**src/rtl/rwh_sqrt.sv**
```systemverilog
// Digit-by-digit square root, one root bit per stage, then a rounding
// stage that adds one when the remainder exceeds the root.
module rwh_sqrt #(
  parameter int RW = 17
) (
  input  logic            clk,
  input  logic            en,
  input  logic [2*RW-1:0] radicand,
  output logic [RW-1:0]   root
);

  localparam int TW = RW + 4;

  logic [RW+1:0]   rem_q [RW];
  logic [RW-1:0]   q_q   [RW];
  logic [2*RW-1:0] s_q   [RW];
  logic [RW+1:0]   rem_next [RW];
  logic [RW-1:0]   q_next   [RW];
  logic [2*RW-1:0] s_next   [RW];
  logic [RW-1:0]   root_q;

  always_comb begin
    logic [RW+1:0]   r_in;
    logic [RW-1:0]   q_in;
    logic [2*RW-1:0] s_in;
    logic [TW-1:0]   t;
    logic [TW-1:0]   trial;
    logic            ge;
    for (int k = 0; k < RW; k++) begin
      if (k == 0) begin
        r_in = '0;
        q_in = '0;
        s_in = radicand;
      end else begin
        r_in = rem_q[k-1];
        q_in = q_q[k-1];
        s_in = s_q[k-1];
      end
      t     = {r_in, s_in[2*RW-1:2*RW-2]};
      trial = TW'({q_in, 2'b01});
      ge    = (t >= trial);
      rem_next[k] = ge ? (RW+2)'(t - trial) : t[RW+1:0];
      q_next[k]   = {q_in[RW-2:0], ge};
      s_next[k]   = {s_in[2*RW-3:0], 2'b00};
    end
  end

  always_ff @(posedge clk) begin
    if (en) begin
      rem_q  <= rem_next;
      q_q    <= q_next;
      s_q    <= s_next;
      root_q <= q_q[RW-1] + RW'(rem_q[RW-1] > (RW+2)'(q_q[RW-1]));
    end
  end

  assign root = root_q;

endmodule

```
**config.mk**
```make
export PLATFORM = sky130hd
export DESIGN_NAME = rwh_sqrt
export DESIGN_NICKNAME = d
export VERILOG_FILES = /design/src/rtl/rwh_sqrt.sv
export SDC_FILE = /design/constraint.sdc
export NUM_CORES = 1
export LEC_CHECK = 0
export BUFFER_PORTS_ARGS = -buffer_cell sky130_fd_sc_hd__buf_4
export CAP_MARGIN = 10
export CORE_UTILIZATION = 55
export DETAILED_ROUTE_END_ITERATION = 7
export PLACE_DENSITY = 0.68
export REMOVE_ABC_BUFFERS = 1
export SLEW_MARGIN = 20
export SYNTH_ARGS = -nofsm -noshare
export SYNTH_HDL_FRONTEND = slang
export SYNTH_SLANG_ARGS = --single-unit
```
**constraint.sdc**
```tcl
create_clock -name clk -period 8.7 [get_ports clk]
set_input_delay 0.87 -clock clk [delete_from_list [all_inputs] [get_ports clk]]
set_output_delay 0.87 -clock clk [all_outputs]
set_load 0.01 [all_outputs]
```
Word level (Yosys, flattened, before mapping)
Index checks and enable logic that the tools add are counted.

Register bits: 749. Input port bits: 36. Output and inout port bits: 17. Word-level logic and storage cells: 105.

Add/subtract/negate cells: 18. Order comparisons: 18. Muxes and demuxes: 17.

Operators with widths (count): $mux 19 (16); $ge 21x10->1 (1); $ge 21x11->1 (1); $ge 21x12->1 (1); $ge 21x13->1 (1); $ge 21x14->1 (1); $ge 21x15->1 (1); $ge 21x16->1 (1); $ge 21x17->1 (1); $ge 21x18->1 (1); $ge 21x3->1 (1); $ge 21x4->1 (1); $ge 21x5->1 (1); $ge 21x6->1 (1); $ge 21x7->1 (1); $ge 21x8->1 (1); $ge 21x9->1 (1); $gt 19x17->1 (1); $sub 19x10->19 (1); $sub 19x11->19 (1); $sub 19x12->19 (1); $sub 19x13->19 (1); $sub 19x14->19 (1); $sub 19x15->19 (1); other kinds (14) (14).

Logic depth before layout (Yosys ltp)
Gate-level depths: netlist of run 1.

Depth in word-level cells: 2. Mapped depth: 17. Gate-level depth less buffers: 17.

Worst setup path after synthesis of run 1
Ideal clock, no wire load.

Path kind: register to register. Start point: register q_q[12] (netlist bit). End point: register root_q[16] (netlist: root[16]), data pin. Setup time: 0.258 ns. Data arrival time: 2.633 ns. Required time: 8.442 ns. Slack: 5.810 ns. Stages on the path, launching flop included: 16. Buffers on the path: 0. Clock period less this slack: 2.890 ns. Cells stage by stage: edfxtp_1 inv_1 ha_1 nand4_1 nor3_1 o21ai_0 and3_1 a21oi_1 ha_1 nand4_1 nor2_1 and2_1 and4_1 nand2_1 nor2_1 xnor2_1.

Longest elaborated chain between the ends: 2.

RTL lines: from (decl) (RTL line 15) `logic [RW-1:0] q_q [RW];`; from (signal assigned) (RTL line 51) `q_q <= q_next;`; $gt 19x17->1 (RTL line 53) `root_q <= q_q[RW-1] + RW'(rem_q[RW-1] > (RW+2)'(q_q[RW-1]));`; $add 17x1->17 * (RTL line 53); to (signal assigned) (RTL line 53); to (decl) (RTL line 20) `logic [RW-1:0] root_q;`.

Mark *: on every way between the ends. The rest lies on a longest branch, timed or not. A chain may end at the register's enable or synchronous reset.

==> results of run 1 <==
==> path summary, 6_finish.rpt <==
check | depth (start not counted) | end | start | slack, ns
setup / recovery | 9 | rem_q[10]$_DFFE_PP_ | rem_q[23]$_DFFE_PP_ | 4.95
hold / removal | 0 | s_q[440]$_DFFE_PP_ | s_next[440]$_DFFE_PP_ | 0.39
setup reg to reg | 9 | rem_q[10]$_DFFE_PP_ | rem_q[23]$_DFFE_PP_ | 4.95
hold reg to reg | 0 | s_q[440]$_DFFE_PP_ | s_next[440]$_DFFE_PP_ | 0.39
==> synthesized netlist by cell type (25+ instances only) <==
cell type,n
edfxtp_1,743
inv_1,237
ha_1,192
nand2_1,188
o21ai_0,170
nor2_1,163
a21oi_1,142
xnor2_1,126
xor2_1,106
nor3_1,89
nand2b_1,46
a21o_1,43
clkbuf_1,39
nand4_1,32
o21a_1,31
nor4_1,28
nor2b_1,25
==> cell type report <==
type | count | area (µm²) | area share [%]
inverter | 237 | 890 | 2.29
clock buffer | 90 | 1980 | 5.09
multi-input combinational | 1701 | 11700 | 30.2
timing repair buffer | 65 | 520 | 1.34
tap | 846 | 1060 | 2.73
sequential | 743 | 22300 | 57.5
clock inverter | 41 | 357 | 0.918
==> layer usage <==
metal  up-vias  wire length, µm
li1      10300                -
met1     10200            27500
met2       568            30100
met3       103             3280
met4         0             1310
met5         -                0
==> cell families after synthesis <==
family / count (synthesis) / share of synthesized area (%)
simple gates: 694 / 9.80
compound gates: 547 / 9.76
mux: 34 / 1.09
fa+ha+maj: 192 / 6.84
flops: 743 / 63.6
xor+xnor: 233 / 5.84
other cells: 1 / 0.0107
buf+inv: 283 / 3.09
==> cell usage in the layout, fill, tap and decap left out, drive strengths merged, types with 9 or more instances in the layout <==
| cell | Yosys | routed |
|---|---|---|
| clkinv | 0 | 35 |
| mux2 | 25 | 25 |
| nor2b | 25 | 25 |
| xor2 | 106 | 106 |
| and3 | 12 | 12 |
| o21ai | 170 | 170 |
| clkbuf | 39 | 90 |
| nor2 | 163 | 163 |
| or2 | 9 | 9 |
| or3 | 25 | 25 |
| nand2b | 46 | 46 |
| a21oi | 143 | 143 |
| o21a | 31 | 31 |
| a22o | 11 | 11 |
| ha | 192 | 192 |
| nand4 | 32 | 32 |
| a211oi | 23 | 23 |
| o21bai | 10 | 10 |
| nor4 | 29 | 29 |
| nor3 | 90 | 90 |
| a31oi | 18 | 18 |
| inv | 237 | 239 |
| nand2 | 189 | 189 |
| edfxtp | 743 | 743 |
| nand3 | 24 | 24 |
| mux2i | 9 | 9 |
| o31ai | 13 | 13 |
| a21o | 43 | 43 |
| xnor2 | 127 | 127 |
| o211ai | 16 | 16 |
| buf | 7 | 65 |
| or4 | 15 | 15 |
==> metrics by stage <==
step	area, µm²	worst slack (ns)
floorplan	34900	5.21
global placement	36500	5.18
detailed placement	36500	5.02
global route	38800	4.58
CTS	38800	5.00
finish	38800	4.95
==> flip-flops by register name, indices dropped and copies added (netlist names) <==
register / count
q_next: 136
q_q: 17
rem_q: 301
root: 17
s_next: 240
s_q: 32
==> worst max-delay path, stage by stage, from the launching register on <==
cell and delay [ns]:
edfxtp_1 0.40, ha_1 0.40, a21oi_1 0.25, o211ai_1 0.13, a221oi_1 0.73, o21bai_1 0.30, a221oi_2 0.54, buf_4 0.37
inv_1 0.10, mux2_2 0.27
==> power groups by stage <==
stage / combinational, W / sequential (W) / clock (W)
2_1_floorplan: 0.00116 / 0.00470 / 0
3_3_place_gp: 0.00149 / 0.00477 / 0
3_5_place_dp: 0.00157 / 0.00478 / 0
4_1_cts: 0.00158 / 0.00471 / 0.00311
5_1_grt: 0.00177 / 0.00475 / 0.00323
6_report: 0.00160 / 0.00471 / 0.00302
==> run summary, run 1 <==
The run finished with clean final reports. The switching power share of the total is 26.5%. The number of maximum-capacitance violations is 0.

The sort of element at the start of the critical path is a register. The number of global-route vias before repair was 20800. The number of DRC violations after detailed routing came out at 0. The number of core rows is 92. The maximum fanout along the worst path is 26. The number of instances resized during post-cts repair is 0.

The die span in y is 255 µm. The number of synthesized flops with an enable pin is 743. The count of nets left with antenna violations once routing finished came out at 0. The wire-length estimate of the detail-placed layout is 43.7 mm.

The clock tree synthesis step divided the H-tree into 3 levels. Buffers added to address setup during post-CTS repair amount to 0. Clock-pin slew was measured on the worst setup and hold paths at 0.06 ns. For this design the top-level I/O count stands at 53.

The critical path is of the register to register type. The slew at the pin closest to its max-slew limit is 1.02 ns. The core footprint came out at 0.0631 mm². The average vias per placed instance is 5.67. The initial antenna violation count came out at 0. The proportion of register bits with asynchronous set or reset after synthesis came out at 0%. The total net switching power came out at 0.00247 W.

The total count of max-transition violations in the final report came to 0. The final setup skew is 0.0302 ns. The cts-stage hold buffer count came out at 0. The number of antenna diodes in the final layout is 0.

At the end of routability-driven placement, the weighted congestion stood at 0.938. In this run the clock root is driven by a clkbuf_16. edfxtp_1 takes more of the synthesized area than any other cell.

The average wire per standard cell came out at 16.7 µm. The signal arrival time at the worst endpoint is 4.12 ns. The number of buffers inserted during clock tree synthesis is 77. The first detailed-routing pass ran for 6 iterations. The area growth from synthesis to layout is 10.6%. The total number of nets in the final design is 3053. TritonCTS built the clock tree. The share of post-route cells with drive strength above 1 is 7.75%. Entering global routing, the biggest net connects 186 pins. Internal power comes to 0.00686 W. The count of non-filler cells in the finished layout is 3723. The Yosys step of the flow raised 0 warnings. The number of storage elements in the synthesis netlist is 743.

The mean cell area of the mapped netlist is 12.9 µm². The wire length of the first global-routing pass is 100 mm. The total leakage power is 14.9 nW.

The most used flip-flop cell after synthesis is edfxtp_1. The class of the tightest hold or removal check is register to register. The proportion of synthesized chip area in sequential cells came out at 63.6%.

Setup repair after global routing left no endpoint under its margin. The final cell utilization of the core came out at 61.6%. Data on the critical path is required at its endpoint by 9.07 ns.

Sequential cells burn 50.5% of the power. The worst setup path is captured at a register. The busiest layer in global routing is met2. The starting density of the core came out at 55.6%. The count of different cell masters after synthesis came out at 79. Counting I/O delays and the setup requirement, the final critical path takes 3.75 ns. The overall track demand over capacity in global routing came out at 19.3%. Clock latency on the worst-skew pair, taken at its later pin, is 0.63 ns. Wires add up to 62.2 mm. The final hold violation count came out at 0. The overflow left after global routing is 0.

The die area came out at 0.0648 mm². The global-route met2 utilization came out at 32.6%. Of the total power, the clock network draws 32.4%. The number of filler instances in the final layout is 4864. By area the synthesized netlist is led by edfxtp_1 64%, ha_1 6.8%, xnor2_1 3.1%, xor2_1 2.6%, inv_1 2.5%. The longest clock path from root to sink contains 3 buffers. The area share of the largest cell type after synthesis is 63.6%.

Buffers placed on the I/O ports in this run total 52. The final setup violation count is 0. The die is 255 µm wide. The combinational cell fraction of total power came out at 17.1%.

The sum of negative setup slack came out at 0 ns. The netlist area before placement came out at 0.0351 mm². The clock sink count came out at 743. The routed via count is 21100. VDD sags by at most 163 µV. The final-layout worst hold slack came out at 0.394 ns.

The number of DRC markers in iteration 0 came out at 1404. The met1 track demand over resource is 25.5%. The total instance count after detailed placement is 3592. Based on the critical path, the design can be clocked at up to 266 MHz. The power density over the cells is 240 mW/mm². The worst slew margin relative to its limit is 31.7%. The overall power came out at 0.00933 W. The post-synthesis instance total is 2727. The final critical-path share of the clock period came out at 43.1%. The routing usage on met3 is 2.90%.
Note: power is estimated with default switching activity, not from simulation.
==> run 2, diff against run 1 <==
- clock period: 8.7 -> 3.5 ns (I/O delays scaled with it)
==> run 2 against run 1 <==
Against the previous run: fmax up 10%; clock power grew to 2.7 times the previous value; clock skew rose by 0.029 ns; combinational power rose to 2.6 times the previous value; core utilization increased by 1.5 points; final cell count rose by 2.3%; via count increased by 0.68%; hold slack got worse by 0.17 ns; wire length up 3.2%; die area unchanged; global-route usage up 0.97 points; sequential cell count did not move; critical path type unchanged; largest power group unchanged.
==> run summary, run 2 (synthesis results as in run 1) <==
Status: complete, no violations (unchanged). The routed via count is 21200 (was 21100). The type of the worst setup path is register to register (unchanged). The growth of design area from synthesis to finish is 13.3% (was 10.6%). The initial antenna violation count is 1 (was 0). Setup repair after global routing missed its margin: yes (was no). The largest net degree at the start of global routing came out at 87 (was 186). The die span in y came out at 255 µm (unchanged). The final hold violation count came out at 0 (unchanged). The stage delay of the slowest cell on the critical path is 0.68 ns (was 0.73 ns).

The class of the tightest hold or removal check is primary input to register (was register to register). The number of DRC violations after detailed routing is 0 (unchanged). The routability congestion estimate from global placement was 0.914 (was 0.938). The number of maximum-capacitance violations was 0 (unchanged). The sort of element at the start of the critical path was a register (unchanged).

The clock sink count is 743 (unchanged). The post-DP HPWL was 45.5 mm (was 43.7 mm). The total length of routed met2 wires came out at 30.6 mm (was 30.1 mm). The average vias per placed instance came out at 5.58 (was 5.67). The uppermost layer routed was met4 (unchanged).

The overflow left after global routing is 0 (unchanged). The total wire length after detailed routing was 64.2 mm (was 62.2 mm). The total net switching power came out at 0.00639 W (was 0.00247 W).

The number of core rows came to 92 (unchanged). The overall power is 0.0239 W (was 0.00933 W). The largest buffer count on any clock path is 3 (unchanged).

The share of post-route cells with drive strength above 1 is 9.05% (was 7.75%). The worst voltage drop across the vdd grid is 444 µV (was 163 µV). The slew at the pin closest to its max-slew limit came to 0.819 ns (was 1.02 ns). The register-to-register setup slack was 0.09 ns (was 4.95 ns). The TritonCTS clock tree is done (unchanged). The number of buffers inserted during clock tree synthesis was 80 (was 77). The element type at the critical path end is a register (unchanged). The root buffer selected by CTS is clkbuf_16 (unchanged). The final cell utilization of the core is 63.0% (was 61.6%). The overall track demand over capacity in global routing came out at 20.2% (was 19.3%). The worst slew margin relative to its limit was 44.7% (was 31.7%). The pre-CTS setup slack came out at -0.0336 ns (was 5.02 ns). The number of top-level pins is 53 (unchanged). The starting density of the core is 55.6% (unchanged). The internal power consumption came out at 0.0175 W (was 0.00686 W).

The final-layout worst hold slack came to 0.219 ns (was 0.394 ns). The maximum achievable frequency came out at 293 MHz (was 266 MHz). The die area came out at 0.0648 mm² (unchanged). The commonest non-fill, non-tap cell in the layout is edfxtp_1 (unchanged).

In this design, the critical path's most frequently occurring cell is buf_4. The combinational cell fraction of total power is 17.1% (about the same). The post-detailed-route count of antenna-violating nets came to 0 (unchanged). The final setup violation count is 0 (unchanged). The number of buffer and inverter stages on the critical path was 3 (was 2). The clock share of power is 33.9% (was 32.4%). The clock transition at the registers of the reported paths is 0.06 ns (about the same). The total number of nets in the final design came out at 3125 (was 3053). Cell breakdown of the critical path: inv_1 -> ha_1 -> nand4_1 -> nor3_1 -> nand2_1 -> nand3b_1 -> a221oi_2 -> buf_4 -> buf_4 -> o21ai_0 (was ha_1 -> a21oi_1 -> o211ai_1 -> a221oi_1 -> o21bai_1 -> a221oi_2 -> buf_4 -> inv_1 -> mux2_2). The number of port buffers is 52 (unchanged). The number of filler instances in the final layout came out at 4767 (was 4864).

Commonest cells after routing, fill and taps aside: 743 x edfxtp_1, 237 x inv_1, 192 x ha_1 (unchanged). The x dimension of the die came to 255 µm (unchanged). The count of non-filler cells in the finished layout is 3807 (was 3723). The number of global-route vias before repair came out at 21200 (was 20800). The post-route met1 wirelength is 28.9 mm (was 27.5 mm). The wire length of the first global-routing pass is 105 mm (was 100 mm). The power density over the cells was 600 mW/mm² (was 240 mW/mm²). The final critical-path share of the clock period is 97.4% (was 43.1%). The core footprint is 0.0631 mm² (unchanged). The maximum fanout along the worst path was 10 (was 26). The total instance count after detailed placement came out at 3626 (was 3592). The number of DRC markers in iteration 0 came out at 1375 (was 1404). The wire length on met3 is 3.03 mm (was 3.28 mm). The minimum clock period after layout is 3.41 ns (was 3.75 ns).

The kind of cell adding the most delay to the critical path was simple AND/OR/NAND/NOR gates (was compound AO/OA/AOI/OAI gates). The final worst slack was 0.0921 ns (was 4.95 ns). The register containing the most flip-flops in the final layout is rem_q (unchanged). The signal arrival time at the worst endpoint was 3.80 ns (was 4.12 ns). The count of TritonRoute iterations in the first routing pass is 7 (was 6). The slowest stage cell on the critical path is nor3_1 (was a221oi_1). The number of flip-flops in the largest register is 301 (unchanged). The area used by multi-input combinational logic was 0.0117 mm² (about the same). The critical path required time is 3.89 ns (was 9.07 ns). The switching power share of the total came to 26.8% (was 26.5%). The final setup skew is 0.0592 ns (was 0.0302 ns). The average wire per standard cell is 16.9 µm (was 16.7 µm). The clock insertion delay at the later pin of the skew report came to 0.65 ns (was 0.63 ns). The deepest level of the CTS H-tree came out at 3 (unchanged). The share of total power in sequential cells is 49.0% (was 50.5%). The total count of max-transition violations in the final report came out at 0 (unchanged). The total leakage power is 15.3 nW (was 14.9 nW). The register cell area after layout came out at 0.0223 mm² (unchanged). The count of antenna diodes in the layout is 0 (unchanged).
[run 2: cell count changes in the layout (fill, tap and decap cells not counted), sizes merged]
cell	previous run	this run
dlygate4sd3	0	35
bufinv	2	4
clkbuf	90	95
buf	65	99
clkinv	35	43
[run 2: area by class of cell]
type                            count  area share [%]
Sequential cell                   743            56.1
Multi-Input combinational cell   1701            29.5
Clock buffer                       95            5.18
Timing Repair Buffer              134            3.05
Tap cell                          846            2.66
Inverter                          237            2.24
Clock inverter                     51            1.24
[run 2: what timing repair did]
| action | in CTS | in global routing |
|---|---|---|
| gates resized for setup | 1 | 4 |
| pin swaps | 0 | 1 |
| endpoints found under the setup margin | 1 | 4 |
| buffers inserted | 0 | 0 |
| hold buffers | 35 | 0 |
| endpoints found under the hold margin | 35 | 0 |
[run 2: metrics by stage]
stage	area, µm²	TNS, ns
final	39800	0
after global routing	39800	-0.0694
after CTS	39700	0
after detailed placement	36800	-0.0336
after global placement	36800	0
after floorplan	34900	0
[run 2: path summary, 6_finish.rpt]
| path | depth (start not counted) | startpoint | end |
|---|---|---|---|
| worst min-delay path | 1 | en | s_next[418]$_DFFE_PP_ |
| worst max-delay path | 10 | q_next[13]$_DFFE_PP_ | rem_q[4]$_DFFE_PP_ |
| worst max register to register | 10 | q_next[13]$_DFFE_PP_ | rem_q[4]$_DFFE_PP_ |
| worst min register to register | 0 | s_next[270]$_DFFE_PP_ | s_q[270]$_DFFE_PP_ |
[run 2: worst register-to-register path, stage by stage (launching register included)]
cell,delay [ns]
edfxtp_1,0.40
inv_1,0.06
ha_1,0.41
nand4_1,0.40
nor3_1,0.68
nand2_1,0.22
nand3b_1,0.18
a221oi_2,0.05
buf_4,0.21
buf_4,0.19
o21ai_0,0.36
[run 2: power groups by stage]
stage | Sequential, W | Clock (W) | Combinational (W)
detailed placement | 0.0119 | 0 | 0.00399
global route | 0.0118 | 0.00863 | 0.00457
finish | 0.0117 | 0.00809 | 0.00409
floorplan | 0.0117 | 0 | 0.00288
global placement | 0.0118 | 0 | 0.00387
CTS | 0.0117 | 0.00830 | 0.00406
[run 2: metal layers]
layer  vias to the layer above  global-route usage (%)
met5                         -                       0
met4                         0                    6.59
met3                       130                    3.80
met2                       456                    33.5
met1                     10200                    26.9
li1                      10400                       -
==> run 3, diff against run 2 <==
- SETUP_SLACK_MARGIN: unset -> 0.4
==> run 3 against run 2 <==
Against the previous run: clock power about the same; clock skew decreased by 0.0018 ns; hold slack improved by 0.00089 ns; worst setup slack improved by 0.31 ns; clock-buffer cell count did not move; core utilization is 0.47 points higher; sequential power barely moved; die area stayed put; final cell count up 0.34%.
==> run summary, run 3 (synthesis results as in run 1) <==
The number of core rows is 92 (unchanged). The growth of design area from synthesis to finish came out at 14.1% (was 13.3%). The worst slew margin relative to its limit is 44.7% (about the same). The average wire per standard cell is 16.9 µm (about the same). The placed standard-cell area came out at 0.0368 mm² (unchanged).

The final setup violation count was 0 (unchanged). The routed via count is 21300 (was 21200). The number of filler instances in the final layout was 4742 (was 4767).

The final setup skew is 0.0575 ns (was 0.0592 ns). The class of the tightest hold or removal check is primary input to register (unchanged). The final hold violation count is 0 (unchanged). Commonest cells after routing, fill and taps aside: 743 x edfxtp_1, 234 x inv_1, 186 x nand2_1 (was 743 x edfxtp_1, 237 x inv_1, 192 x ha_1). The critical path required time is 3.89 ns (about the same). The stage delay of the slowest cell on the critical path is 0.42 ns (was 0.68 ns).

The largest net degree at the start of global routing came out at 87 (unchanged). Cell breakdown of the critical path: inv_2 -> ha_4 -> nand4_1 -> nor3_2 -> o21ai_1 -> and3_1 -> a21oi_2 -> ha_2 -> nand4_1 -> nor2_2 -> and2_4 -> and4_4 -> nand2_4 -> nor2_4 -> xnor2_1 (was inv_1 -> ha_1 -> nand4_1 -> nor3_1 -> nand2_1 -> nand3b_1 -> a221oi_2 -> buf_4 -> buf_4 -> o21ai_0). The die span in y is 255 µm (unchanged).

Status: complete, no violations (unchanged). The signal arrival time at the worst endpoint was 3.49 ns (was 3.80 ns). The number of DRC markers in iteration 0 came out at 1418 (was 1375). The cell type with the highest occurrence count on the critical path is nand4_1 (was buf_4). The average vias per placed instance came to 5.57 (was 5.58). The maximum fanout along the worst path came out at 4 (was 10).

The post-detailed-route count of antenna-violating nets came to 0 (unchanged). The register containing the most flip-flops in the final layout is rem_q (unchanged). The cell area after layout was 0.0401 mm² (was 0.0398 mm²). The maximum achievable frequency is 322 MHz (was 293 MHz).

The number of top-level pins is 53 (unchanged). The root buffer selected by CTS is clkbuf_16 (unchanged). The power density over the cells is 599 mW/mm² (was 600 mW/mm²). The clock insertion delay at the later pin of the skew report is 0.65 ns (about the same). The path depth of the worst reg2reg path is 15 (was 10). The pre-CTS setup slack came out at -0.0336 ns (unchanged). The post-DP HPWL was 45.5 mm (unchanged). The routability congestion estimate from global placement is 0.914 (unchanged). Setup repair after global routing missed its margin: yes (unchanged). The share of post-route cells with drive strength above 1 came out at 10.5% (was 9.05%). The number of global-route vias before repair came to 21200 (about the same).

The final cell utilization of the core came out at 63.5% (was 63.0%). The final critical-path share of the clock period was 88.6% (was 97.4%). The starting density of the core came out at 55.6% (unchanged). The busiest layer in global routing is met2 (unchanged). The total wire length after detailed routing came out at 64.7 mm (was 64.2 mm). The number of buffers inserted during clock tree synthesis was 80 (unchanged). The x dimension of the die came out at 255 µm (unchanged). The overall track demand over capacity in global routing came to 20.2% (about the same). The number of cells on the worst hold path came out at 1 (unchanged). The sort of element at the start of the critical path is a register (unchanged). The total count of max-transition violations in the final report came out at 0 (unchanged). The number of port buffers is 52 (unchanged). The wire length of the first global-routing pass is 105 mm (about the same).

The count of TritonRoute iterations in the first routing pass is 5 (was 7). The overflow left after global routing is 0 (unchanged). The initial antenna violation count came out at 0 (was 1). The total leakage power came to 15.4 nW (was 15.3 nW). The type of the worst setup path is register to register (unchanged). The slowest stage cell on the critical path is edfxtp_1 (was nor3_1). The worst voltage drop across the vdd grid is 444 µV (about the same). The overall power came out at 0.0240 W (was 0.0239 W). The die area is 0.0648 mm² (unchanged).

The number of maximum-capacitance violations is 0 (unchanged). The final worst slack is 0.399 ns (was 0.0921 ns). The commonest non-fill, non-tap cell in the layout is edfxtp_1 (unchanged).

The count of antenna diodes in the layout came out at 0 (unchanged). The deepest level of the CTS H-tree was 3 (unchanged). The largest buffer count on any clock path came out at 3 (unchanged). The routing usage on met3 is 3.74% (was 3.80%). The TritonCTS clock tree is done (unchanged). The met1 track demand over resource came out at 27.0% (was 26.9%). The element type at the critical path end is a register (unchanged).

The core footprint is 0.0631 mm² (unchanged). The number of flip-flops in the largest register is 301 (unchanged). The clock transition at the registers of the reported paths is 0.06 ns (about the same). The slew at the pin closest to its max-slew limit came to 0.820 ns (was 0.819 ns). The number of DRC violations after detailed routing was 0 (unchanged). The total number of nets in the final design is 3138 (was 3125). The minimum clock period after layout came to 3.10 ns (was 3.41 ns). The clock sink count is 743 (unchanged).

The global-route met2 utilization is 33.6% (was 33.5%).
==> run 3: changes by cell type in the layout (fill, tap and decap cells not counted), moves of 3 or more <==
cell / before / now
ha_2: 0 / 6
ha_1: 192 / 184
o21ai_1: 0 / 6
inv_2: 0 / 3
nand3_1: 23 / 20
buf_4: 89 / 96
buf_6: 0 / 5
o21ai_0: 170 / 164
inv_1: 237 / 234
==> run 3: stage by stage <==
step / instances / TNS (ns) / hold slack (ns)
6_report: 3820 / 0 / 0.220
5_1_grt: 3820 / 0 / 0.233
4_1_cts: 3811 / 0 / 0.217
3_5_place_dp: 3626 / -0.0336 / 0.405
3_3_place_gp: 3626 / 0 / 0.401
2_1_floorplan: 2681 / 0 / 0.400
==> run 3: area by class of cell <==
class | count | area [µm²] | share of cell area (%)
clock inverters | 51 | 493 | 1.23
clock buffers | 95 | 2060 | 5.14
repair buffers | 147 | 1330 | 3.31
inverters | 237 | 890 | 2.22
well taps | 846 | 1060 | 2.64
multi-input cells | 1701 | 11900 | 29.8
flip-flops and latches | 743 | 22300 | 55.7
==> run 3: critical path, delay by kind of cell (launching register included) <==
kind                     cells  cell delay, ns
AND/OR/NAND/NOR              9            1.55
adder cells (fa/ha/maj)      2            0.48
flip-flops                   1            0.42
AO/OA/AOI/OAI                2            0.27
buffers and inverters        1            0.07
XOR/XNOR                     1            0.06
==> run 3: where the power goes <==
part / internal, W / switching (W) / leakage, nW
Clock: 0.00457 / 0.00352 / 1.23
Combinational: 0.00187 / 0.00235 / 7.06
Sequential: 0.0111 / 0.000579 / 7.12
Total: 0.0176 / 0.00644 / 15.4
==> run 3: final timing paths <==
path | start | end | slack, ns
setup / recovery | q_q[12]$_DFFE_PP_ | root[16]$_DFFE_PP_ | 0.40
hold / removal | en | s_next[418]$_DFFE_PP_ | 0.22
setup reg to reg | q_q[12]$_DFFE_PP_ | root[16]$_DFFE_PP_ | 0.40
hold reg to reg | s_next[270]$_DFFE_PP_ | s_q[270]$_DFFE_PP_ | 0.41
==> run 3: what timing repair did <==
action | 4_1_cts | 5_1_grt
gates cloned | 0 | 1
endpoints found under the hold margin | 35 | 0
endpoints found under the setup margin | 18 | 82
hold buffers | 35 | 0
pin swaps | 5 | 14
buffers inserted | 4 | 8
resized for setup | 12 | 43
==> run 3: per-layer routing <==
metal  up-vias  part of all wire (%)
li1      10500                     -
met1     10200                    45
met2       452                    48
met3       129                   4.3
met4         0                   2.7
met5         -                     0
