===== config.mk =====
export PLATFORM = sky130hd
export DESIGN_NAME = rwh_divider
export DESIGN_NICKNAME = d
export VERILOG_FILES = /design/src/rtl/rwh_divider.sv
export SDC_FILE = /design/constraint.sdc
export NUM_CORES = 1
export LEC_CHECK = 0
export BUFFER_PORTS_ARGS = -buffer_cell sky130_fd_sc_hd__buf_2
export CAP_MARGIN = 40
export CORE_UTILIZATION = 55
export DETAILED_ROUTE_END_ITERATION = 12
export GPL_TIMING_DRIVEN = 0
export HOLD_SLACK_MARGIN = 0.08
export PLACE_DENSITY = 0.77
export SYNTH_ARGS = -nofsm -noshare
export SYNTH_HDL_FRONTEND = slang
export SYNTH_SLANG_ARGS = --single-unit

===== constraint.sdc =====
create_clock -name clk -period 4.25 [get_ports clk]
set_input_delay 1.0625 -clock clk [delete_from_list [all_inputs] [get_ports clk]]
set_output_delay 1.0625 -clock clk [all_outputs]
set_load 0.03 [all_outputs]

===== src/rtl/rwh_divider.sv =====
// Restoring unsigned divider, one quotient bit per register stage.
// The quotient must fit in QW bits.
module rwh_divider #(
  parameter int NW = 24,
  parameter int DW = 16,
  parameter int QW = 8
) (
  input  logic          clk,
  input  logic          en,
  input  logic [NW-1:0] num,
  input  logic [DW-1:0] den,
  output logic [QW-1:0] quo
);

  localparam int XW = QW + DW;

  logic [XW-1:0] numx;
  logic [DW-1:0] rem_q [QW];
  logic [QW-1:0] low_q [QW];
  logic [QW-1:0] quo_q [QW];
  logic [DW-1:0] den_q [QW];
  logic [DW-1:0] rem_next [QW];
  logic [QW-1:0] low_next [QW];
  logic [QW-1:0] quo_next [QW];
  logic [DW-1:0] den_next [QW];

  assign numx = XW'(num);

  always_comb begin
    logic [DW-1:0] r_in;
    logic [QW-1:0] n_in;
    logic [QW-1:0] q_in;
    logic [DW-1:0] d_in;
    logic [DW:0]   t;
    logic [DW:0]   diff;
    for (int k = 0; k < QW; k++) begin
      if (k == 0) begin
        r_in = numx[XW-1:QW];
        n_in = numx[QW-1:0];
        q_in = '0;
        d_in = den;
      end else begin
        r_in = rem_q[k-1];
        n_in = low_q[k-1];
        q_in = quo_q[k-1];
        d_in = den_q[k-1];
      end
      t    = {r_in, n_in[QW-1]};
      diff = t - {1'b0, d_in};
      rem_next[k] = diff[DW] ? t[DW-1:0] : diff[DW-1:0];
      quo_next[k] = {q_in[QW-2:0], ~diff[DW]};
      low_next[k] = {n_in[QW-2:0], 1'b0};
      den_next[k] = d_in;
    end
  end

  always_ff @(posedge clk) begin
    if (en) begin
      rem_q <= rem_next;
      low_q <= low_next;
      quo_q <= quo_next;
      den_q <= den_next;
    end
  end

  assign quo = quo_q[QW-1];

endmodule


* Word level (Yosys, flattened, before mapping) *
Cells that the tools add are included.

storage, ports and cells
  input bits = 42
  output and inout bits = 8
  register bits = 288

cells by class
  multiplexer cells = 7
  bitwise logic cells = 8
  add/subtract/negate cells = 8

operators by type and width
  cell                          count
  subtractor 17 x 16 -> 17 bit  8
  2-to-1 mux 16 bit             7
  inverter 1 bit                8

* Depth between registers and ports, before layout *
Gate-level depths: netlist of the first run.

  word-level depth = 2
  depth in mapped cells = 12
  gate-level depth less buffers = 11

* Worst setup path after synthesis of the first run *
OpenSTA, ideal clock, no wires.

  path kind = in2reg
  from = input port num[7]
  to = register rem_q[120] (netlist bit), data pin
  stages = 11
  path buffers = 1
  arrival = 3.276 ns
  slack = 0.712 ns
  cells stage by stage = inv_1 ha_1 fa_1 nor2b_1 o31a_1 o221a_2 o2111ai_2 a21oi_2 xnor2_4 buf_6 mux2_1

RTL lines
  item                  line  RTL
  start, declared       10    input logic [NW-1:0] num,
  end signal, assigned  59    rem_q <= rem_next;
  end, declared         18    logic [DW-1:0] rem_q [QW];

==> results by stage, run 1 <==
Synth:
- Counting every instance in the synthesized netlist gives 1,309.
- The register area share after synthesis is 0.5273.
- Counting instances in the post-synthesis netlist gives the leading cell types as sky130_fd_sc_hd__edfxtp_1 (288), sky130_fd_sc_hd__inv_1 (158), sky130_fd_sc_hd__ha_1 (127).
- After synthesis, the largest family of logic cells by area is compound AO/OA/AOI/OAI gates.
- The synthesized-area fraction occupied by ao, oa, aoi and oai cells is 0.1305.
- By area the synthesized netlist is led by sky130_fd_sc_hd__edfxtp_1 (53%), sky130_fd_sc_hd__ha_1 (9.7%), sky130_fd_sc_hd__mux2_2 (4.3%).
- Synthesis inferred 288 register bits.
- Of the total synthesized cell area, the portion taken by full adders, half adders and majority gates is 0.1054.
- The post-synth net total is 1,485.
- The dominant register cell in the synthesized netlist is sky130_fd_sc_hd__edfxtp_1.
- Summing every instance area after synthesis gives 16,400 sq um.
- Counting distinct cell types in the post-synthesis netlist gives 84.
- The most common cell in the synthesized netlist is sky130_fd_sc_hd__edfxtp_1.
- For this run, asynchronously set or reset flops after synthesis account for 0.
- Yosys mapped a number of flops with a built-in enable equal to 288.
- The top cell type's share of synthesized area is 0.5273.
- Yosys printed 0 warnings.
- The mux contribution to synthesized area is 0.08300.
- The fraction of synthesized cell area in xor and xnor cells is 0.04181.
- The share of synthesized cell area in and, or, nand and nor gates is 0.06721.
- The synthesized design spends more area on one cell type than any other, namely sky130_fd_sc_hd__edfxtp_1.
- The average cell area after synthesis is 12.53 sq um.

Detailed routing:
- The length of the first detailed-routing pass in iterations is 5.
- The mean number of vias per cell is 5.530.
- The post-route DRC violation count is 0.
- The violation count after the first detailed-routing iteration is 420.
- Summed over all layers, the routed wires come to 26,450 um.
- The final antenna-violating net count is 0.
- The average detailed-routed wire length per instance is 14.69 um.
- The number of vias in the routed layout is 9,959.

Cells and area:
- The layout cell share with drive strength beyond 1 is 0.1673.
- For this run, the post-layout net count is 1,569.
- The repair_antennas step left the layout with diodes totalling 0.
- The utilization after layout is 0.6304.
- Relative to the synthesized area, the layout overhead comes to 11.52%.

Critical path:
- The worst setup path is captured at a flop.
- The worst register-to-register path has a setup slack of 0.67 ns.
- STA puts the critical path data arrival time at 3.88 ns.
- The critical path is of the flop to flop type.
- The worst register-to-register path has a depth of 10.
- The worst flop-to-flop path startpoint is den_next[96]$_DFFE_PP_.
- For the worst setup path, the data required time is 4.55 ns.
- The endpoint identified for the worst register-to-register timing path is rem_q[107]$_DFFE_PP_.
- The maximum fanout along the worst path is 10.
- The worst setup path is launched from a flop.

Outcome:
- The run finished with clean final reports.

Clock network:
- For the worst-skew pair, the clock arrives at the later sink with an insertion delay of 0.56 ns.
- The clock transition at the registers of the reported paths is 0.06 ns.
- The number of clock sinks seen by CTS is 288.
- TritonCTS built the clock tree.
- The longest clock path from root to sink contains 3 buffers.
- The post-CTS setup repair buffer count is 0.
- The count of hold-fix buffers inserted at cts is 0.
- The CTS root buffer is sky130_fd_sc_hd__clkbuf_16.
- The number of H-tree levels is 1.
- In this run, post-CTS repair resized a total of 0 instances.
- In this run, CTS created clock tree buffers numbering 31.

STA:
- The transition time of the tightest slew-check pin is 0.7125 ns.
- Setup violations remaining at the end of the flow were counted as 0.
- Clock skew on the completed layout was measured at 0.01421 ns.
- The hold violation total from the final report was 0.
- The worst pin sits at a relative slew slack of 0.5229.
- The count of final max-slew check failures is 0.
- For this run, the top clock speed supported by timing is 0.2796 GHz.
- After layout, the minimum clock period comes to 3.577 ns.
- Of the available clock period, the critical path in the final layout requires 0.8417.
- Setup repair after global routing left no endpoint under its margin.
- The final-layout setup total negative slack is 0 ns.

Floorplanning:
- For this configuration, the core starts out at a cell density of 0.5653.
- The die height is 174.7 um.
- The number of cell rows is 62.
- The die covers 30,510 sq um.
- After floorplanning, the core was sized to cover 29,010 sq um.
- During I/O placement, the number of pins put on the boundary was 50.
- The overall die width is 174.7 um.

Place:
- The quantity of I/O buffers inserted on ports is 49.
- The detailed placement HPWL is 19,830 um.
- The routability congestion estimate from global placement is 0.9356.

Hold path:
- The beginning of the worst hold path is quo_next[27]$_DFFE_PP_.
- The hold path endpoint is quo_next[20]$_DFFE_PP_.
- The worst min-delay path class is flop to flop.
- Counting instances, the worst hold path has a depth of 0.

Global route:
- The total global-route track usage is 0.1744.
- The wire length of the first global-routing pass is 44,100 um.
- After global routing the overflow that remains totals 0.
- The number of global-route vias before repair is 9,898.
- The largest net degree at the start of global routing is 137.
- The number of antenna violations at the first check in global routing is 0.

Power and ir drop:
- The internal power consumption is 0.008744 W.
- The share of total power dissipated in combinational logic is 0.439.
- Summed over all cells, the static leakage comes to 7.508 nW.
- The worst-case IR drop observed on VDD is 0.0003575 V.
- For this design the ratio of total power to cell area is 707.9 nW/um^2.
- The share of total power dissipated in the clock network is 0.218.
- The net switching power figure is 0.004205 W.
- Of the total power, registers draw 0.343.
- Of the total power, the share spent switching nets is 0.3247.

Flow run:
- Max-cap violations in this run came to 0.
worst max-delay path, cell delays in order (launching register included):
cell                       delay, ns
sky130_fd_sc_hd__edfxtp_1       0.40
sky130_fd_sc_hd__ha_1           0.22
sky130_fd_sc_hd__fa_1           0.40
sky130_fd_sc_hd__nand2b_1       0.18
sky130_fd_sc_hd__a21oi_1        0.27
sky130_fd_sc_hd__o211ai_2       0.16
sky130_fd_sc_hd__a21boi_1       0.34
sky130_fd_sc_hd__nor4_1         0.12
sky130_fd_sc_hd__nor3b_2        0.61
sky130_fd_sc_hd__buf_6          0.26
sky130_fd_sc_hd__mux2_2         0.35
worst max path at each step:
stage                                 startpoint                      to  slack [ns]  cells after the start
after floorplan                           num[7]    rem_q[120]$_DFFE_PP_        0.71                     11
after CTS                 den_next[96]$_DFFE_PP_    rem_q[104]$_DFFE_PP_        0.62                     10
after detailed placement                  num[7]    rem_q[120]$_DFFE_PP_        0.30                     12
after global placement                        en  den_next[96]$_DFFE_PP_       -1.65                      1
after global routing      den_next[96]$_DFFE_PP_    rem_q[107]$_DFFE_PP_        0.45                     10
final                     den_next[96]$_DFFE_PP_    rem_q[107]$_DFFE_PP_        0.67                     10
power groups by stage:
stage                     Combinational, W  Sequential [W]  Clock [W]
final                              0.00568         0.00445    0.00282
after detailed placement           0.00566         0.00450          0
after global placement             0.00550         0.00450          0
after floorplan                    0.00459         0.00442          0
after CTS                          0.00570         0.00444    0.00289
after global routing               0.00624         0.00452    0.00300
routing by layer:
metal / GRT usage / up-vias / wire, um / share of wire
met5: 0 / - / 0 / 0
met4: 0.08080 / 0 / 1116 / 0.042
met3: 0.02263 / 73 / 833 / 0.031
met2: 0.3361 / 180 / 14010 / 0.53
met1: 0.1870 / 4685 / 10490 / 0.40
li1: - / 5021 / - / -
cell usage in the layout, fill, tap and decap left out, types with 5 or more instances in the layout:
cell,instances
sky130_fd_sc_hd__o21a_1,44
sky130_fd_sc_hd__nand2_1,44
sky130_fd_sc_hd__mux2_2,63
sky130_fd_sc_hd__nand2b_1,15
sky130_fd_sc_hd__a211oi_1,7
sky130_fd_sc_hd__nor3_1,21
sky130_fd_sc_hd__buf_2,54
sky130_fd_sc_hd__nor2_1,73
sky130_fd_sc_hd__clkinvlp_4,5
sky130_fd_sc_hd__nor2b_1,19
sky130_fd_sc_hd__a21oi_1,74
sky130_fd_sc_hd__mux2i_1,22
sky130_fd_sc_hd__o21ai_0,50
sky130_fd_sc_hd__o211ai_1,14
sky130_fd_sc_hd__xnor2_1,54
sky130_fd_sc_hd__a31oi_1,5
sky130_fd_sc_hd__nand3_1,9
sky130_fd_sc_hd__ha_1,127
sky130_fd_sc_hd__buf_6,7
sky130_fd_sc_hd__o21bai_1,5
sky130_fd_sc_hd__o31ai_1,7
sky130_fd_sc_hd__bufinv_16,7
sky130_fd_sc_hd__inv_1,158
sky130_fd_sc_hd__xor2_1,13
sky130_fd_sc_hd__nand4_1,6
sky130_fd_sc_hd__clkinv_2,6
sky130_fd_sc_hd__mux2_1,5
sky130_fd_sc_hd__a21o_1,20
sky130_fd_sc_hd__or3_1,7
sky130_fd_sc_hd__edfxtp_1,288
sky130_fd_sc_hd__mux2_4,25
sky130_fd_sc_hd__clkbuf_16,31
sky130_fd_sc_hd__o31a_1,11
sky130_fd_sc_hd__fa_1,7
sky130_fd_sc_hd__a221oi_1,6
sky130_fd_sc_hd__and2_1,7
registers in the layout, indices dropped and copies added, names as in the netlist:
signal    count
den_next    112
low_next     21
low_q         7
quo           8
quo_next     28
rem_q       112
metrics by stage:
stage / cell area, sq um / total power (W) / instances / hold slack [ns] / worst slack, ns
global placement: 17130 / 0.009998 / 1742 / 0.4002 / -1.647
finish: 18290 / 0.01295 / 1801 / 0.4148 / 0.6730
CTS: 18290 / 0.01304 / 1801 / 0.4153 / 0.6230
global route: 18290 / 0.01375 / 1801 / 0.4190 / 0.4529
floorplan: 16400 / 0.009004 / 1309 / 0.4003 / 0.7117
detailed placement: 17190 / 0.01016 / 1744 / 0.4045 / 0.3008
kinds of logic (layout without fill, tap and decap cells):
group                    after synthesis  count (layout)
adder cells (fa/ha/maj)              134             134
AND/OR/NAND/NOR                      223             223
AO/OA/AOI/OAI                        302             302
buffers and inverters                176             284
flip-flops                           288             288
multiplexers                         115             115
XOR/XNOR                              71              71
layout make-up:
type                            count  area, sq um
Clock buffer                       33        783.3
Buffer                             17        136.4
Inverter                          159        596.8
Multi-Input combinational cell    845         7019
Fill cell                        2241        10720
Clock inverter                     24        315.3
Timing Repair Buffer               51        310.3
Sequential cell                   288         8648
Tap cell                          384        480.5
No activity file was read; power rests on OpenSTA's default activity.
==> run 2: changes to the inputs <==
--- a/config.mk
+++ b/config.mk
@@ -5,13 +5,14 @@
 export SDC_FILE = /design/constraint.sdc
 export NUM_CORES = 1
 export LEC_CHECK = 0
+export ABC_AREA = 1
 export BUFFER_PORTS_ARGS = -buffer_cell sky130_fd_sc_hd__buf_2
 export CAP_MARGIN = 40
 export CORE_UTILIZATION = 55
 export DETAILED_ROUTE_END_ITERATION = 12
 export GPL_TIMING_DRIVEN = 0
 export HOLD_SLACK_MARGIN = 0.08
-export PLACE_DENSITY = 0.77
+export PLACE_DENSITY = 0.79
 export SYNTH_ARGS = -nofsm -noshare
 export SYNTH_HDL_FRONTEND = slang
 export SYNTH_SLANG_ARGS = --single-unit
==> constraint.sdc (replaced) <==
create_clock -name clk -period 3.21 [get_ports clk]
set_input_delay 0.8025 -clock clk [delete_from_list [all_inputs] [get_ports clk]]
set_output_delay 0.8025 -clock clk [all_outputs]
set_load 0.03 [all_outputs]
==> results by stage, run 2 <==
Flow run:
- The count of max-cap constraint violations is 0 (unchanged).

Power and ir drop:
- The power per cell area came to 824.6 nW/um^2 (was 707.9 nW/um^2).
- The worst-case vdd ir drop was 0.0004610 V (was 0.0003575 V).
- The internal power consumption is 0.01018 W (was 0.008744 W).
- The switching part of the total power is 0.4129 (was 0.3247).
- The total leakage power is 11.04 nW (was 7.508 nW).
- The share of total power in combinational logic is 0.471 (was 0.439).
- The power share of the sequential group is 0.332 (was 0.343).
- The net switching power figure is 0.007161 W (was 0.004205 W).
- The relative contribution of the clock network to total power is 0.197 (was 0.218).

Floorplanning:
- The overall die width came to 188.8 um (was 174.7 um).
- The number of placed I/O pins is 50 (unchanged).
- The area of the placeable core is 34,460 sq um (was 29,010 sq um).
- The number of cell rows is 68 (was 62).
- The die height is 188.8 um (was 174.7 um).
- The effective utilization at floorplan is 0.5571 (was 0.5653).
- The overall die area is 35,650 sq um (was 30,510 sq um).

Cells and area:
- The area of the multi-input gates is 8523 sq um (was 7019 sq um).
- The count of filler cells inserted in the layout is 3,011 (was 2,241).
- The antenna diode count was 0 (unchanged).
- The layout cell share with drive strength beyond 1 is 0.1074 (was 0.1673).
- The number of nets in the layout is 2,596 (was 1,569).
- The leading cell type in the layout, fill and taps excluded was sky130_fd_sc_hd__nand2_1 (was sky130_fd_sc_hd__edfxtp_1).
- The utilization after layout is 0.6104 (was 0.6304).
- Most frequent cells in the layout: sky130_fd_sc_hd__nand2_1 (809), sky130_fd_sc_hd__inv_1 (477), sky130_fd_sc_hd__edfxtp_1 (288) (was sky130_fd_sc_hd__edfxtp_1 (288), sky130_fd_sc_hd__inv_1 (158), sky130_fd_sc_hd__ha_1 (127)).
- The final design area excluding fillers is 21,030 sq um (was 18,290 sq um).
- The synthesis-to-layout area growth is 9.569% (was 11.52%).
- The flip-flop and latch area is 8648 sq um (unchanged).

Synth:
- The number of warnings reported in the yosys synthesis log is 0 (unchanged).
- The share of flip-flops with an asynchronous set or reset after synthesis is 0 (unchanged).
- The number of enable-type register cells in the synthesized netlist is 288 (unchanged).
- The number of synthesized register bits was 288 (unchanged).
- Top post-synthesis cells by count: sky130_fd_sc_hd__nand2_1 (809), sky130_fd_sc_hd__inv_1 (477), sky130_fd_sc_hd__edfxtp_1 (288) (was sky130_fd_sc_hd__edfxtp_1 (288), sky130_fd_sc_hd__inv_1 (158), sky130_fd_sc_hd__ha_1 (127)).
- Top cells by area in the synthesized netlist: sky130_fd_sc_hd__edfxtp_1 (45%), sky130_fd_sc_hd__nand2_1 (16%), sky130_fd_sc_hd__inv_1 (9.3%) (was sky130_fd_sc_hd__edfxtp_1 (53%), sky130_fd_sc_hd__ha_1 (9.7%), sky130_fd_sc_hd__mux2_2 (4.3%)).
- The cell accounting for the most synthesized area was sky130_fd_sc_hd__edfxtp_1 (unchanged).
- The distinct cell type count of the synthesized netlist is 33 (was 84).
- The top cell type's share of synthesized area is 0.4505 (was 0.5273).
- The average cell area after synthesis is 8.217 sq um (was 12.53 sq um).
- The post-synth net total is 2,512 (was 1,485).
- The area of the mapped netlist came to 19,200 sq um (was 16,400 sq um).
- The most common cell in the synthesized netlist is sky130_fd_sc_hd__nand2_1 (was sky130_fd_sc_hd__edfxtp_1).
- The dominant register cell in the synthesized netlist is sky130_fd_sc_hd__edfxtp_1 (unchanged).
- The synthesized netlist cell count was 2,336 (was 1,309).
- The register area share after synthesis is 0.4505 (was 0.5273).

Global route:
- The total global-route track usage is 0.2468 (was 0.1744).
- The number of antenna violations at the first check in global routing is 0 (unchanged).
- The largest net degree at the start of global routing is 107 (was 137).
- The wire length of the first global-routing pass is 69,430 um (was 44,100 um).
- The number of global-route vias before repair is 14,560 (was 9,898).
- The global route total overflow was 0 (unchanged).

Detailed routing:
- The number of vias in the routed layout is 14,580 (was 9,959).
- The total routed wirelength came to 43,350 um (was 26,450 um).
- The violation count after the first detailed-routing iteration is 768 (was 420).
- The length of the first detailed-routing pass in iterations is 9 (was 5).
- The average detailed-routed wire length per instance is 14.97 um (was 14.69 um).
- The final antenna-violating net count is 0 (unchanged).
- The mean number of vias per cell came to 5.035 (was 5.530).
- The post-route DRC violation count is 1 (was 0).

Clock network:
- The clock tree from TritonCTS is yes (unchanged).
- The clock latency at the later pin of the worst-skew pair is 0.57 ns (was 0.56 ns).
- The CTS root buffer is sky130_fd_sc_hd__clkbuf_16 (unchanged).
- The number of H-tree levels was 1 (unchanged).
- The number of clock sinks seen by CTS is 288 (unchanged).
- The post-CTS setup repair buffer count is 0 (unchanged).
- The clock buffer count from CTS is 31 (unchanged).
- The maximum buffer depth of the clock tree came to 3 (unchanged).
- The count of cells resized by post-cts repair is 0 (unchanged).
- The count of hold-fix buffers inserted at cts was 0 (unchanged).
- The clock transition at the registers of the reported paths is 0.06 ns (about the same).

STA:
- The count of final max-slew check failures is 0 (unchanged).
- The clock skew is 0.01048 ns (was 0.01421 ns).
- The transition time of the tightest slew-check pin came to 0.6830 ns (was 0.7125 ns).
- RSZ-0062 raised after global routing: no (unchanged).
- The highest clock frequency the design can meet is 0.3870 GHz (was 0.2796 GHz).
- The number of endpoints failing setup at the final stage came to 0 (unchanged).
- The worst slew margin relative to its limit is 0.5447 (was 0.5229).
- The shortest clock period the worst path allows after layout came to 2.584 ns (was 3.577 ns).
- The post-route fraction of the period consumed by the critical path is 0.8049 (was 0.8417).
- The hold violation total from the final report was 0 (unchanged).

Critical path:
- The longest individual stage delay on the worst path is 0.42 ns (was 0.61 ns).
- The required arrival time at the worst endpoint is 3.52 ns (was 4.55 ns).
- The kind of end point of the critical path is a flop (unchanged).
- The kind of launch point of the worst setup path is a flop (unchanged).
- CP cell instances: ha_1, fa_1, inv_1, nand2_1, nand2_1, nand3_2, nand2_2, nand2_4, nand2_2, nand2_4, buf_4, nand3_1, nand2_1 (was ha_1, fa_1, nand2b_1, a21oi_1, o211ai_2, a21boi_1, nor4_1, nor3b_2, buf_6, mux2_2).
- The classification of the worst setup path was flop to flop (unchanged).
- The maximum fanout along the worst path is 10 (unchanged).
- Counting stages on the worst path, the most repeated cell is sky130_fd_sc_hd__nand2_1.
- The critical path data arrival time is 2.90 ns (was 3.88 ns).
- The highest-delay cell along the critical path is sky130_fd_sc_hd__fa_1 (was sky130_fd_sc_hd__nor3b_2).

Place:
- The standard cell area after detailed placement came to 20,080 sq um (was 17,190 sq um).
- The routability congestion estimate from global placement is 0.9610 (was 0.9356).
- The quantity of I/O buffers inserted on ports is 49 (unchanged).
- The detailed placement HPWL is 35,190 um (was 19,830 um).

Hold path:
- The worst min-delay path class is primary input to flop (was flop to flop).

Outcome:
- The final reports fail on DRC.
- Outcome: finished, violations left (was completed).
[run 2: cell types whose count changed after synthesis, moves of 37 or more]
| cell | before | now |
|---|---|---|
| sky130_fd_sc_hd__nand2_1 | 44 | 809 |
| sky130_fd_sc_hd__inv_1 | 158 | 477 |
| sky130_fd_sc_hd__nand3_1 | 9 | 206 |
| sky130_fd_sc_hd__nand2_2 | 0 | 92 |
| sky130_fd_sc_hd__mux2_2 | 63 | 0 |
| sky130_fd_sc_hd__o21ai_0 | 50 | 1 |
| sky130_fd_sc_hd__o21a_1 | 44 | 0 |
| sky130_fd_sc_hd__xnor2_1 | 54 | 17 |
[run 2: cells by family (layout without fill, tap and decap cells)]
kind of cell / count (synthesis) / after routing / synth area share
simple gates: 1301 / 1301 / 0.3118
buf+inv: 501 / 605 / 0.1055
flops: 288 / 288 / 0.4505
fa+ha+maj: 134 / 134 / 0.09008
compound gates: 63 / 63 / 0.01982
xor+xnor: 49 / 49 / 0.02236
[run 2: critical path: cells and delay by family (launching register included)]
family	cells	cell delay, ns
simple gates	9	0.90
buf+inv	2	0.37
flops	1	0.41
fa+ha+maj	2	0.65
[run 2: path summary, 6_finish.rpt]
check | from | to | slack [ns] | cells after the start
min reg2reg | low_next[37]$_DFFE_PP_ | low_next[30]$_DFFE_PP_ | 0.41 | 0
max reg2reg | den_next[96]$_DFFE_PP_ | rem_q[110]$_DFFE_PP_ | 0.63 | 13
min | num[5] | low_next[55]$_DFFE_PP_ | 0.41 | 1
max | den_next[96]$_DFFE_PP_ | rem_q[110]$_DFFE_PP_ | 0.63 | 13
[run 2: final cells by class]
| cell class | instances | share of cell area |
|---|---|---|
| inverters | 480 | 0.08566 |
| multi-input cells | 1547 | 0.4052 |
| well taps | 455 | 0.02707 |
| clock inverters | 18 | 0.007912 |
| clock buffers | 35 | 0.03760 |
| repair buffers | 51 | 0.01475 |
| plain buffers | 21 | 0.01059 |
| flip-flops and latches | 288 | 0.4112 |
[run 2: per-layer routing]
metal  track usage  up-vias  share of wire
met4        0.1359        0          0.055
met5             0        -              0
met2        0.5098      297           0.56
met3       0.02701      128          0.026
li1              -     7519              -
met1        0.2295     6632           0.36
[run 2: metrics by stage]
step | setup slack [ns] | total power, W | hold WS [ns] | std cells | TNS (ns)
floorplan | 0.6443 | 0.01188 | 0.4003 | 2336 | 0
global placement | -2.616 | 0.01381 | 0.4003 | 2840 | -742.63
detailed placement | 0.2181 | 0.01398 | 0.4045 | 2842 | 0
CTS | 0.6132 | 0.01743 | 0.3844 | 2895 | 0
global route | 0.4988 | 0.01860 | 0.3846 | 2895 | 0
finish | 0.6262 | 0.01734 | 0.4125 | 2895 | 0
[run 2: power groups by stage]
stage,clock network [W],logic (W),registers [W]
2_1_floorplan,0,0.00620,0.00568
3_5_place_dp,0,0.00815,0.00582
3_3_place_gp,0,0.00798,0.00583
6_report,0.00342,0.00817,0.00575
5_1_grt,0.00363,0.00914,0.00583
4_1_cts,0.00349,0.00819,0.00575
==> run 3: changes to the inputs <==
--- a/config.mk
+++ b/config.mk
@@ -12,7 +12,7 @@
 export DETAILED_ROUTE_END_ITERATION = 12
 export GPL_TIMING_DRIVEN = 0
 export HOLD_SLACK_MARGIN = 0.08
-export PLACE_DENSITY = 0.79
+export PLACE_DENSITY = 0.77
 export SYNTH_ARGS = -nofsm -noshare
 export SYNTH_HDL_FRONTEND = slang
 export SYNTH_SLANG_ARGS = --single-unit
==> constraint.sdc (replaced) <==
create_clock -name clk -period 2.7 [get_ports clk]
set_input_delay 0.675 -clock clk [delete_from_list [all_inputs] [get_ports clk]]
set_output_delay 0.675 -clock clk [all_outputs]
set_load 0.03 [all_outputs]
==> results by stage, run 3 (synthesis gave the netlist of run 2 again) <==
Floorplanning:
- The effective utilization at floorplan is 0.5571 (unchanged).
- The number of cell rows is 68 (unchanged).
- The overall die area was 35,650 sq um (unchanged).
- The overall die width is 188.8 um (unchanged).
- The die height is 188.8 um (unchanged).
- The number of placed I/O pins is 50 (unchanged).
- The area of the placeable core came to 34,460 sq um (unchanged).

Global route:
- The total global-route track usage came to 0.2519 (was 0.2468).
- The number of global-route vias before repair is 14,470 (was 14,560).
- The global route total overflow is 0 (unchanged).
- The number of antenna violations at the first check in global routing is 0 (unchanged).
- The largest net degree at the start of global routing came to 130 (was 107).
- The wire length of the first global-routing pass came to 71,050 um (was 69,430 um).

Cells and area:
- The antenna diode count came to 0 (unchanged).
- Most frequent cells in the layout: sky130_fd_sc_hd__nand2_1 (809), sky130_fd_sc_hd__inv_1 (476), sky130_fd_sc_hd__edfxtp_1 (288) (was sky130_fd_sc_hd__nand2_1 (809), sky130_fd_sc_hd__inv_1 (477), sky130_fd_sc_hd__edfxtp_1 (288)).
- The utilization after layout is 0.6164 (was 0.6104).
- The leading cell type in the layout, fill and taps excluded is sky130_fd_sc_hd__nand2_1 (unchanged).
- The synthesis-to-layout area growth is 10.66% (was 9.569%).
- The number of nets in the layout came to 2,600 (was 2,596).
- The layout cell share with drive strength beyond 1 is 0.1136 (was 0.1074).
- The count of filler cells inserted in the layout came to 2,990 (was 3,011).

Detailed routing:
- The total routed wirelength is 43,980 um (was 43,350 um).
- The length of the first detailed-routing pass in iterations is 5 (was 9).
- The violation count after the first detailed-routing iteration is 731 (was 768).
- The number of vias in the routed layout was 14,650 (was 14,580).
- The post-route DRC violation count was 0 (was 1).
- The mean number of vias per cell came to 5.047 (was 5.035).
- The final antenna-violating net count is 0 (unchanged).
- The average detailed-routed wire length per instance is 15.15 um (was 14.97 um).

Clock network:
- The CTS root buffer is sky130_fd_sc_hd__clkbuf_16 (unchanged).
- The clock transition at the registers of the reported paths was 0.06 ns (about the same).
- The clock latency at the later pin of the worst-skew pair is 0.53 ns (was 0.57 ns).
- The clock tree from TritonCTS is yes (unchanged).
- The clock buffer count from CTS was 34 (was 31).
- The maximum buffer depth of the clock tree came to 3 (unchanged).
- The number of H-tree levels is 2 (was 1).
- The number of clock sinks seen by CTS is 288 (unchanged).

Place:
- The routability congestion estimate from global placement was 0.8997 (was 0.9610).
- The quantity of I/O buffers inserted on ports is 49 (unchanged).
- The post-place setup slack was -0.1570 ns (was 0.2181 ns).
- The detailed placement HPWL is 35,330 um (was 35,190 um).

Critical path:
- The worst reg2reg path depth is 13 (unchanged).
- The highest-delay cell along the critical path is sky130_fd_sc_hd__edfxtp_1 (was sky130_fd_sc_hd__fa_1).
- The critical path startpoint is den_next[32]$_DFFE_PP_ (was den_next[96]$_DFFE_PP_).
- The cell occurring most often along the worst timing path is sky130_fd_sc_hd__nand2_1 (unchanged).
- The number of gates on the worst path with buffers counted is 13 (unchanged).
- The register-to-register setup slack was 0.16 ns (was 0.63 ns).
- The end point of the critical path is rem_q[40]$_DFFE_PP_ (was rem_q[110]$_DFFE_PP_).
- The number of buffers and inverters on the critical path is 2 (unchanged).
- The classification of the worst setup path is flop to flop (unchanged).
- The endpoint of the worst register-to-register path is rem_q[40]$_DFFE_PP_ (was rem_q[110]$_DFFE_PP_).
- The kind of end point of the critical path is a flop (unchanged).
- The required arrival time at the worst endpoint was 2.97 ns (was 3.52 ns).
- The worst flop-to-flop path startpoint is den_next[32]$_DFFE_PP_ (was den_next[96]$_DFFE_PP_).
- The kind of launch point of the worst setup path was a flop (unchanged).
- The category of cells accounting for the largest share of critical-path delay is simple AND/OR/NAND/NOR gates (unchanged).
- The maximum fanout along the worst path is 10 (unchanged).
- The longest individual stage delay on the worst path was 0.44 ns (was 0.42 ns).
- The critical path data arrival time came to 2.81 ns (was 2.90 ns).
- CP cell instances: ha_1, fa_1, inv_1, nand2_1, nand2_1, nand3_1, nand2_2, nand2_4, nand3_4, nand2_4, buf_6, nand2_1, nand2_1 (was ha_1, fa_1, inv_1, nand2_1, nand2_1, nand3_2, nand2_2, nand2_4, nand2_2, nand2_4, buf_4, nand3_1, nand2_1).

STA:
- The count of final max-slew check failures is 0 (unchanged).
- The transition time of the tightest slew-check pin is 0.6868 ns (was 0.6830 ns).
- The final setup slack of the worst path is 0.1602 ns (was 0.6262 ns).
- The clock skew is 0.03130 ns (was 0.01048 ns).
- The worst slew margin relative to its limit came to 0.5422 (was 0.5447).
- The final-layout setup total negative slack is 0 ns (unchanged).
- The post-route fraction of the period consumed by the critical path was 0.9407 (was 0.8049).
- RSZ-0062 raised after global routing: no (unchanged).
- The shortest clock period the worst path allows after layout is 2.540 ns (was 2.584 ns).
- The number of endpoints failing setup at the final stage came to 0 (unchanged).
- The hold violation total from the final report came to 0 (unchanged).
- The highest clock frequency the design can meet is 0.3937 GHz (was 0.3870 GHz).

Power and ir drop:
- The worst-case vdd ir drop is 0.0006259 V (was 0.0004610 V).
- The total leakage power is 11.16 nW (was 11.04 nW).
- The power per cell area is 1004 nW/um^2 (was 824.6 nW/um^2).
- The total power consumption of the routed design is 0.02134 W (was 0.01734 W).

Flow run:
- The count of max-cap constraint violations came to 0 (unchanged).

Hold path:
- The worst min-delay path class is primary input to flop (unchanged).

Outcome:
- Outcome: completed (was finished, violations left).
run 3: final cells by class:
cell class | instances | area (sq um) | area share
well taps | 455 | 569.3 | 0.02680
flip-flops and latches | 288 | 8648 | 0.4071
repair buffers | 52 | 317.8 | 0.01496
clock inverters | 24 | 279.0 | 0.01314
multi-input cells | 1547 | 8523 | 0.4012
plain buffers | 21 | 222.7 | 0.01048
clock buffers | 36 | 879.6 | 0.04141
inverters | 480 | 1802 | 0.08482
run 3: metrics by stage:
stage          instances  cell area, sq um  hold WS [ns]
2_1_floorplan       2336             19200        0.4003
3_3_place_gp        2840             20010        0.4002
3_5_place_dp        2842             20080        0.4045
4_1_cts             2902             21230        0.3081
5_1_grt             2903             21240        0.3172
6_report            2903             21240        0.3369
run 3: metal layers:
metal  global-route usage  vias up  routed length (um)
met4               0.1182        0                2019
li1                     -     7536                   -
met2               0.4693      309               22680
met1               0.2868     6692               17840
met5                    0        -                   0
met3              0.02682      114                1430
run 3: how the worst min path moves through the flow:
stage / startpoint / endpoint / slack, ns / cells after the start
2_1_floorplan: low_next[22]$_DFFE_PP_ / low_next[15]$_DFFE_PP_ / 0.40 / 0
3_3_place_gp: quo_next[6]$_DFFE_PP_ / quo[6]$_DFFE_PP_ / 0.40 / 0
3_5_place_dp: quo_next[13]$_DFFE_PP_ / quo_next[6]$_DFFE_PP_ / 0.40 / 0
4_1_cts: num[0] / low_next[50]$_DFFE_PP_ / 0.31 / 1
5_1_grt: num[6] / low_q[63]$_DFFE_PP_ / 0.32 / 1
6_report: num[5] / low_next[55]$_DFFE_PP_ / 0.34 / 1
run 3: worst reg2reg max path: cells and delay by family (launching register included):
kind                     cells  cell delay [ns]
buffers and inverters        2             0.32
flip-flops                   1             0.44
adder cells (fa/ha/maj)      2             0.67
AND/OR/NAND/NOR              9             0.87
run 3: report_power, final:
part	total, W	switching (W)	internal (W)
clock	0.00475	0.00181	0.00294
combinational	0.00968	0.00624	0.00345
sequential	0.00690	0.000587	0.00631
run 3: repair_timing:
action	4_1_cts	5_1_grt
buffers inserted	0	1
hold buffers	0	0
endpoints found under the setup margin	0	10
resized for setup	0	1
